$ cat config.mk
export PLATFORM = sky130hd
export DESIGN_NAME = trsc_ctrl
export DESIGN_NICKNAME = d
export VERILOG_FILES = /design/src/design/trsc_pkg.sv /design/src/design/trsc_ctrl.sv
export SDC_FILE = /design/constraint.sdc
export NUM_CORES = 1
export LEC_CHECK = 0
export BUFFER_PORTS_ARGS = -buffer_cell sky130_fd_sc_hd__buf_4
export CORE_MARGIN = 2
export CORE_UTILIZATION = 30
export DETAILED_ROUTE_END_ITERATION = 10
export PLACE_DENSITY = 0.58
export SETUP_SLACK_MARGIN = 0.02
export SLEW_MARGIN = 20
export SYNTH_ARGS = -nofsm -noshare
export SYNTH_HDL_FRONTEND = slang
export SYNTH_SLANG_ARGS = --single-unit
$ cat constraint.sdc
create_clock -name clk -period 2.6 [get_ports clk]
set_input_delay 0.52 -clock clk [delete_from_list [all_inputs] [get_ports clk]]
set_output_delay 0.52 -clock clk [all_outputs]
set_load 0.01 [all_outputs]
$ cat src/design/trsc_pkg.sv
// Shared types and codes of the two-region sample store.
// No dependencies; the interfaces, controller, datapath, top level and checker import it.
package trsc_pkg;

	localparam int MODE_W   = 3;
	localparam int DATA_W   = 32;
	localparam int LABEL_W  = 4;
	localparam int ADDR_W   = 10;
	localparam int CNT_W    = 11;
	localparam int STATUS_W = 2;

	localparam logic [MODE_W-1:0] MODE_APPEND     = 3'd0;
	localparam logic [MODE_W-1:0] MODE_INVALIDATE = 3'd1;
	localparam logic [MODE_W-1:0] MODE_CLEAN      = 3'd2;
	localparam logic [MODE_W-1:0] MODE_MOVE       = 3'd3;
	localparam logic [MODE_W-1:0] MODE_READ       = 3'd4;

	localparam logic [STATUS_W-1:0] STAT_OK       = 2'd0;
	localparam logic [STATUS_W-1:0] STAT_FULL     = 2'd1;
	localparam logic [STATUS_W-1:0] STAT_MOVE_BIG = 2'd2;

	typedef enum logic [2:0] {
		PH_CLEAN_SHORT,
		PH_CLEAN_LONG,
		PH_MOVE_TAIL,
		PH_MOVE_XFER,
		PH_MOVE_SHIFT
	} phase_t;

	typedef struct packed {
		logic   clr;
		logic   load;
		logic   simple;
		logic   init;
		logic   rd;
		logic   ev;
		logic   cupd;
		logic   commit;
		logic   fin_rd;
		logic   load_out;
		phase_t phase;
	} cmd_t;

	typedef struct packed {
		logic clr_last;
		logic is_clean;
		logic is_move;
		logic move_bad;
		logic walk_done;
		logic inv;
		logic counted;
		logic out_free;
	} st_t;

	typedef struct packed {
		logic [MODE_W-1:0]  mode;
		logic [DATA_W-1:0]  sample_data;
		logic [LABEL_W-1:0] sample_label;
		logic [ADDR_W-1:0]  entry_address;
		logic [CNT_W-1:0]   move_count;
		logic [LABEL_W-1:0] query_class;
	} req_t;

	typedef struct packed {
		logic [STATUS_W-1:0] status;
		logic [CNT_W-1:0]    short_count;
		logic [CNT_W-1:0]    long_count;
		logic [CNT_W-1:0]    removed_short;
		logic [DATA_W-1:0]   read_data;
		logic [LABEL_W-1:0]  read_label;
		logic                read_invalid;
		logic [CNT_W-1:0]    class_long_count;
	} res_t;

endpackage

$ cat src/design/trsc_ctrl.sv
// Controller of the sample store: sequences clearing, simple commands and entry walks.
// Depends on trsc_pkg for the command and status structs.
module trsc_ctrl import trsc_pkg::*; (
	input  logic clk,
	input  logic arst_n,
	input  logic in_valid,
	output logic in_ready,
	input  st_t  st,
	output cmd_t cmd
);
	typedef enum logic [7:0] {
		S_CLR  = 8'b0000_0001,
		S_IDLE = 8'b0000_0010,
		S_OP   = 8'b0000_0100,
		S_RD   = 8'b0000_1000,
		S_EV   = 8'b0001_0000,
		S_CUPD = 8'b0010_0000,
		S_FIN  = 8'b0100_0000,
		S_DONE = 8'b1000_0000
	} state_t;

	state_t state_q, state_d;
	phase_t phase_q;

	always_comb begin
		cmd = '0;
		cmd.phase = phase_q;
		state_d = state_q;
		in_ready = 1'b0;
		unique case (state_q)
			S_CLR: begin
				cmd.clr = 1'b1;
				if (st.clr_last) begin
					state_d = S_IDLE;
				end
			end
			S_IDLE: begin
				in_ready = 1'b1;
				if (in_valid) begin
					cmd.load = 1'b1;
					state_d = S_OP;
				end
			end
			S_OP: begin
				if (st.is_clean) begin
					cmd.init = 1'b1;
					cmd.phase = PH_CLEAN_SHORT;
					state_d = S_RD;
				end else if (st.is_move && !st.move_bad) begin
					cmd.init = 1'b1;
					cmd.phase = PH_MOVE_TAIL;
					state_d = S_RD;
				end else begin
					cmd.simple = 1'b1;
					cmd.fin_rd = 1'b1;
					state_d = S_DONE;
				end
			end
			S_RD: begin
				if (st.walk_done) begin
					case (phase_q)
						PH_CLEAN_SHORT: begin
							cmd.init = 1'b1;
							cmd.phase = PH_CLEAN_LONG;
						end
						PH_CLEAN_LONG: begin
							cmd.commit = 1'b1;
							state_d = S_FIN;
						end
						PH_MOVE_TAIL: begin
							cmd.init = 1'b1;
							cmd.phase = PH_MOVE_XFER;
						end
						PH_MOVE_XFER: begin
							cmd.init = 1'b1;
							cmd.phase = PH_MOVE_SHIFT;
						end
						default: begin
							cmd.commit = 1'b1;
							state_d = S_FIN;
						end
					endcase
				end else begin
					cmd.rd = 1'b1;
					state_d = S_EV;
				end
			end
			S_EV: begin
				cmd.ev = 1'b1;
				if ((phase_q == PH_CLEAN_LONG && st.inv && st.counted) ||
					(phase_q == PH_MOVE_XFER && st.counted)) begin
					state_d = S_CUPD;
				end else begin
					state_d = S_RD;
				end
			end
			S_CUPD: begin
				cmd.cupd = 1'b1;
				state_d = S_RD;
			end
			S_FIN: begin
				cmd.fin_rd = 1'b1;
				state_d = S_DONE;
			end
			S_DONE: begin
				if (st.out_free) begin
					cmd.load_out = 1'b1;
					state_d = S_IDLE;
				end
			end
			default: begin
				state_d = S_IDLE;
			end
		endcase
	end

	always_ff @(posedge clk or negedge arst_n) begin
		if (!arst_n) begin
			state_q <= S_CLR;
			phase_q <= PH_CLEAN_SHORT;
		end else begin
			state_q <= state_d;
			if (cmd.init) begin
				phase_q <= cmd.phase;
			end
		end
	end
endmodule

-- After elaboration in Yosys (flattened, before gate mapping)
Cells that the tools add are included.
- input port bits: 11
- bits in read-only memories: 0
- RAM bits: 0
- output and inout bits: 14
- bits in registers: 11
- logic and storage cells: 62
- memories: 0
- latch bits: 0
- bitwise logic cells: 0
- equality and inequality tests: 15
- divide/modulo/power cells: 0
- shift-type cells: 0
- reductions and logical operators: 9
- $mul: 0
- $add $sub $neg: 0
- mux-type cells: 36
- order comparisons: 0
- operators by type and width (operator ; count):
    8-bit case mux with 8 select lines ; 1
    8-bit two-way mux ; 7
    1-bit two-way mux ; 20
    3-bit two-way mux ; 3
    3-bit case mux with 3 select lines ; 1
    8-bit by 1-bit == test with 1-bit output, second input constant ; 1
    8-bit by 2-bit == test with 1-bit output, second input constant ; 1
    8-bit by 3-bit == test with 1-bit output, second input constant ; 1
    8-bit by 4-bit == test with 1-bit output, second input constant ; 1
    8-bit by 5-bit == test with 1-bit output, second input constant ; 1
    8-bit by 6-bit == test with 1-bit output, second input constant ; 1
    8-bit by 7-bit == test with 1-bit output, second input constant ; 1
    8-bit == test, second input constant ; 1
    3-bit by 2-bit == test with 1-bit output, second input constant ; 2
    6-bit two-way mux ; 1
    2-bit != test, second input constant ; 3
    3-bit case mux with 2 select lines ; 1
    1-bit logical AND ; 4
    1-bit case mux with 2 select lines ; 2
    4-bit AND reduction ; 1
    3-bit by 1-bit == test with 1-bit output, second input constant ; 1
    3-bit logical NOT ; 1
    3-bit != test, second input constant ; 1
    3-bit OR reduction ; 1
    other kinds (2) ; 2

-- Depth between registers and ports, before layout
Gate-level depths: netlist of run 1.
- depth after elaboration: 6
- gate-level depth with buffers: 5
- mapped depth without buffers: 4

-- Worst setup path after synthesis of run 1
No wires, ideal clock.
- kind: register to output
- start point: register state_q[5]
- end point: output port cmd[11] (netlist bit)
- path buffers: 0
- data required time: 2.080 ns
- arrival: 1.757 ns
- cell stages (with the launch flop): 5
- path slack: 0.323 ns
- cell sequence: dfrtp_1 -> or4_1 -> or3_4 -> nor3b_4 -> and2_1
- RTL lines (what ; line ; source):
    start, declared ; trsc_ctrl.sv:22 ; state_t state_q, state_d;
    start signal, assigned ; trsc_ctrl.sv:122 ; state_q <= state_d;
    end, declared ; trsc_ctrl.sv:9 ; output cmd_t cmd

==> flow_summary.json, run 1 <==
{
  "antenna_found_initial": 0,
  "hp-class": "input port to asynchronous set/reset pin",
  "cpMaxStageDelayCell": "dfrtp_1",
  "final-seq-area_sq_um": 282,
  "diodes": 0,
  "grt_busiest_layer": "met2",
  "fin_worst_skew_ns": 0.00412,
  "worstSkewPairLatency_ns": 0.27,
  "syn-num-nets": 92,
  "power_uw": 840,
  "grt_use_met3_pct": 2.54,
  "clock-root-buffer": "clkbuf_4",
  "path_cells": "or4_4 > or3_4 > nor3b_4 > and2_1 > buf_4",
  "synth-seq-cells": 11,
  "area_growth_pct": 50.3,
  "worstPathMaxFanout": 8,
  "critPathLaunch": "state_q[3]",
  "gp_congestion": 0.823,
  "drive_gt1_share_pct": 47.5,
  "synth_cells": 81,
  "finalHoldViolations": 0,
  "yosys_warnings": 0,
  "yosysUniqueCellTypes": 33,
  "cts_htree_levels": 1,
  "grt-ovfl-total": 0,
  "pin_count": 25,
  "powerDensity_nw_per_um2": 775,
  "min_period_ns": 2.57,
  "firstDrtPassIters": 4,
  "synth_edf_count": 0,
  "final_nets": 130,
  "rows": 17,
  "wl_per_cell_microns": 13.9,
  "initial_core_util_pct": 32.3,
  "cp-start-kind": "register",
  "final_cell_mix": "34 x buf_4, 8 x nor2_1, 6 x dfrtp_1",
  "track_usage_pct": 14.7,
  "met2_usage_pct": 22.7,
  "cp_data_arrival_time_ns": 2.05,
  "max_freq_mhz": 389,
  "cts_tree": "built",
  "die_h_microns": 53.1,
  "vias": 787,
  "synthesis.area_sq_um": 722,
  "drt_iter0_markers": 7,
  "die_w_microns": 53.1,
  "grt_max_degree": 12,
  "r2r-start": "state_q[3]",
  "endpoint_kind": "output port",
  "use_met1_pct": 20.1,
  "syn_avg_cell_area_sq_um": 8.91,
  "drc": 0,
  "port_buffers": 24,
  "yosysSeqAreaShare_pct": 38.3,
  "cts_buffer_depth": 2,
  "wirelength_mm": 2.03,
  "antenna_left": 0,
  "outcome": "completed",
  "setup.worst_path.class": "register to output port",
  "viasPerCell": 5.39,
  "cpPeakStageDelay_ns": 0.48,
  "synth_ff_type": "dfrtp_1",
  "fp.dieArea_sq_um": 2810,
  "clkTransAtPathRegs_ns": 0.08,
  "layout_setup_ws_ns": 0.0275,
  "dpl_worst_slack_ns": 0.260,
  "layout_commonest_cell": "buf_4",
  "drv_cap": 0,
  "nFillCells": 227,
  "drv_slew": 0,
  "p_leak_nw": 0.511,
  "ir_drop_uv": 358,
  "clock_sinks": 11,
  "async_flop_share_pct": 100,
  "critPathRequiredTime_ns": 2.08,
  "rsz0062_at_grt": "true",
  "first_global_vias": 728,
  "placed_cells": 134,
  "max_slew_margin_pct": 65.1,
  "fin_cells": 146,
  "hpwl_mm": 1.44,
  "multiInputGateArea_sq_um": 468,
  "fin_crit_sh_pct": 98.9,
  "core_area_sq_um": 2230,
  "grt_pass1_wl_mm": 3.06,
  "setup_viol": 0,
  "worstMarginPinSlew_ns": 0.523,
  "cts_buffers": 3
}
[layout make-up]
type,count,area share [%]
sequential,11,26.0
inverter,5,1.73
timing repair buffer,34,23.5
clock buffer,4,2.42
multi-input combinational,64,43.1
tap,28,3.23
[sequential cells by signal, indices dropped and copies added, names as in the netlist]
| register | count |
|---|---|
| state_q | 8 |
| phase_q | 3 |
[kinds of logic after synthesis]
family | synth area share, %
buffers and inverters | 3.12
and+or+nand+nor | 36.6
AOI/OAI and AO/OA | 22.0
DFF | 38.3
[report_power, final]
group	internal, mW	leakage, nW	switching [mW]
clock network	0.0594	0.0150	0.0607
registers	0.204	0.139	0.0507
logic	0.245	0.357	0.220
total	0.509	0.511	0.331
[metrics by stage]
step,utilization (%),hold slack [ns],cell area [sq um],setup TNS (ns)
2_1_floorplan,-,0.224,722,0
3_3_place_gp,42.5,0.365,948,0
3_5_place_dp,42.5,0.366,948,0
4_1_cts,45.4,0.0736,1010,0
5_1_grt,48.6,0.0773,1080,-0.0663
6_report,48.6,0.0708,1080,0
[timing repair]
item | CTS | global route
hold buffers | 0 | 0
gates resized for setup | 5 | 9
buffers inserted | 4 | 4
pin swaps | 1 | 4
setup endpoints to repair | 4 | 7
endpoints found under the hold margin | 0 | 0
[cells in the mapped netlist (2+ instances only)]
cell type	instances	share of area, %
dfrtp_1	10	35
a21oi_1	4	2.8
nor2_1	8	4.2
a31oi_1	3	2.6
nor3_1	4	2.8
a211oi_1	3	3.1
nor2b_1	5	4.3
nor4b_1	2	2.4
inv_1	5	2.6
nand2b_1	4	3.5
nand2_1	6	3.1
o31ai_1	3	3.1
and2_1	2	1.7
o21ai_0	2	1.4
or4_1	2	2.1
[path summary, 6_finish.rpt]
path | to | slack [ns] | depth (start not counted)
max | cmd[11] | 0.03 | 5
min reg2reg | state_q[6] | 0.61 | 2
max in group asynchronous | state_q[0] | 2.31 | 1
min | state_q[1] | 0.07 | 1
min in group clk | state_q[0] | 0.37 | 2
max reg2reg | state_q[2] | 0.88 | 4
[critical path, delay by kind of cell, from the launching register on]
| family | cells | cell delay [ns] |
|---|---|---|
| flops | 1 | 0.48 |
| simple gates | 4 | 1.19 |
| buf+inv | 1 | 0.11 |
[per-layer routing]
layer	vias to the layer above	wire, microns
met5	-	0
met2	29	982
li1	379	-
met3	2	116
met4	0	6
met1	377	926
Power figures use the tool's default switching activity.
==> inputs of run 2 (changes only) <==
--- a/config.mk
+++ b/config.mk
@@ -5,6 +5,7 @@
 export SDC_FILE = /design/constraint.sdc
 export NUM_CORES = 1
 export LEC_CHECK = 0
+export ABC_AREA = 1
 export BUFFER_PORTS_ARGS = -buffer_cell sky130_fd_sc_hd__buf_4
 export CORE_MARGIN = 2
 export CORE_UTILIZATION = 30
==> flow_summary.json, run 2 <==
{
  "outcome": "completed",
  "reg2reg_to": "state_q[1]",
  "core_area_sq_um": 2450,
  "rrSetupSlack_ns": 1.26,
  "cts_buffers": 3,
  "largest_register": "state_q",
  "yosysSeqAreaShare_pct": 35.6,
  "drt_iter0_markers": 17,
  "grt_max_degree": 12,
  "firstDrtPassIters": 4,
  "critPathLaunch": "state_q[7]",
  "antenna_left": 0,
  "synth_area_leaders": "dfrtp_1 32%, nand2_1 12%, nor2_1 9.7%",
  "crit_top_cell": "nand2_2",
  "hold_ws_ns": 0.0716,
  "die_w_microns": 54.9,
  "placed_cell_area_sq_um": 995,
  "powerDensity_nw_per_um2": 759,
  "cts_htree_levels": 1,
  "post-cts-setup-buffer-count": 0,
  "max_freq_mhz": 465,
  "first_global_vias": 679,
  "reg2reg_depth": 8,
  "wirelength_mm": 1.79,
  "largest_reg_flops": 8,
  "hp-class": "input port to asynchronous set/reset pin",
  "endpoint_kind": "output port",
  "antenna_found_initial": 0,
  "setup.worst_path.class": "register to output port",
  "min_period_ns": 2.15,
  "path_buf_inv": 2,
  "cts_buffer_depth": 2,
  "gp_congestion": 0.751,
  "diodes": 0,
  "worstMarginPinSlew_ns": 0.254,
  "syn-num-nets": 125,
  "drv_slew": 0,
  "cp-start-kind": "register",
  "cts_resized": 0,
  "die_h_microns": 54.9,
  "max_slew_margin_pct": 82.9,
  "cpPeakStageDelay_ns": 0.40,
  "final_nets": 154,
  "synth_ff_type": "dfrtp_1",
  "synth_most_common_cell": "nand2_1",
  "drive_gt1_share_pct": 31.0,
  "clkTransAtPathRegs_ns": 0.07,
  "r2r-start": "state_q[0]",
  "synth_top_area_share_pct": 32.2,
  "synth-seq-cells": 11,
  "yosysUniqueCellTypes": 22,
  "p_leak_nw": 0.568,
  "worstPathMaxFanout": 7,
  "ctsHoldBuffers": 0,
  "area_growth_pct": 31.4,
  "initial_core_util_pct": 31.7,
  "setup_viol": 0,
  "final_cell_mix": "24 x nand2_1, 24 x buf_4, 20 x nor2_1",
  "worstSkewPairLatency_ns": 0.27,
  "final_core_util_pct": 41.6,
  "synthesis.area_sq_um": 777,
  "critPathRequiredTime_ns": 2.08,
  "fp.dieArea_sq_um": 3010,
  "async_flop_share_pct": 100,
  "fin_crit_sh_pct": 82.7,
  "finalHoldViolations": 0,
  "reg_top3": "state_q: 8 flops, phase_q: 3 flops",
  "yosys_warnings": 0,
  "synth_edf_count": 0,
  "rows": 18,
  "syn_avg_cell_area_sq_um": 6.82,
  "clock_sinks": 11,
  "pin_count": 25,
  "wl_per_cell_microns": 10.4,
  "synth_cells": 114,
  "viasPerCell": 4.59,
  "drv_cap": 0,
  "vias": 789,
  "grt-ovfl-total": 0,
  "final_area_sq_um": 1020,
  "finalSetupTns_ns": 0,
  "rsz0062_at_grt": "false",
  "cpLargestDelayFamily": "simple AND/OR/NAND/NOR gates",
  "drc": 0,
  "ir_drop_uv": 397,
  "grt_pass1_wl_mm": 2.85,
  "hpwl_mm": 1.53,
  "cts_tree": "built",
  "cp_data_arrival_time_ns": 1.63,
  "synth_top_area_cell": "dfrtp_1",
  "clock-root-buffer": "clkbuf_4",
  "fin_worst_skew_ns": 0.00373,
  "path_cells": "nor2_2 > nand2_4 > nor2_8 > inv_4 > nand2_2 > o21ai_2 > nand2_2 > nand2_1 > buf_4",
  "port_buffers": 24,
  "synthTopCellsByCount": "24 x nand2_1, 20 x nor2_1, 18 x inv_1, 10 x dfrtp_1, 7 x nand3_1",
  "track_usage_pct": 13.6,
  "cpMaxStageDelayCell": "dfrtp_1"
}
run 2: cell types whose count changed after synthesis, moves of 5 or more:
cell,delta
nand2_1,+18
nor2b_1,-5
nor2_1,+12
inv_1,+13
nand3_1,+6
run 2: where the power goes:
part	total, mW	internal (mW)	leakage, nW	switching, mW
logic	0.418	0.162	0.407	0.256
registers	0.238	0.207	0.145	0.0308
clock network	0.119	0.0594	0.0150	0.0594
run 2: worst max-delay path by stage:
| stage | endpoint | slack, ns | cells after the start |
|---|---|---|---|
| 4_1_cts | cmd[1] | 0.44 | 9 |
| 3_3_place_gp | cmd[0] | 0.71 | 7 |
| 5_1_grt | cmd[1] | 0.34 | 9 |
| 3_5_place_dp | cmd[0] | 0.69 | 7 |
| 6_report | cmd[1] | 0.45 | 9 |
| 2_1_floorplan | cmd[1] | 0.93 | 7 |
run 2: metal layers:
layer | global-route usage, % | vias up | part of all wire (%)
met2 | 21.0 | 22 | 47
met1 | 18.1 | 357 | 49
met3 | 3.23 | 0 | 4.2
met5 | 0 | - | 0
met4 | 6.10 | 0 | 0
li1 | - | 410 | -
run 2: area by class of cell:
| class | instances | area, sq um |
|---|---|---|
| fillers | 272 | 1430 |
| multi-input cells | 80 | 409 |
| flip-flops and latches | 11 | 277 |
| repair buffers | 24 | 180 |
| inverters | 23 | 91.3 |
| well taps | 30 | 37.5 |
| clock buffers | 4 | 26.3 |
run 2: per-stage QoR:
step / setup slack, ns / power (mW) / cells
after CTS: 0.436 / 0.784 / 172
after global routing: 0.337 / 0.847 / 172
after floorplan: 0.930 / 0.524 / 114
after detailed placement: 0.693 / 0.663 / 168
final: 0.450 / 0.775 / 172
after global placement: 0.708 / 0.658 / 168
run 2: cells by family after synthesis:
group                  synth area share (%)
DFF                                    35.6
buffers and inverters                  11.8
and+or+nand+nor                        45.4
AOI/OAI and AO/OA                      7.25
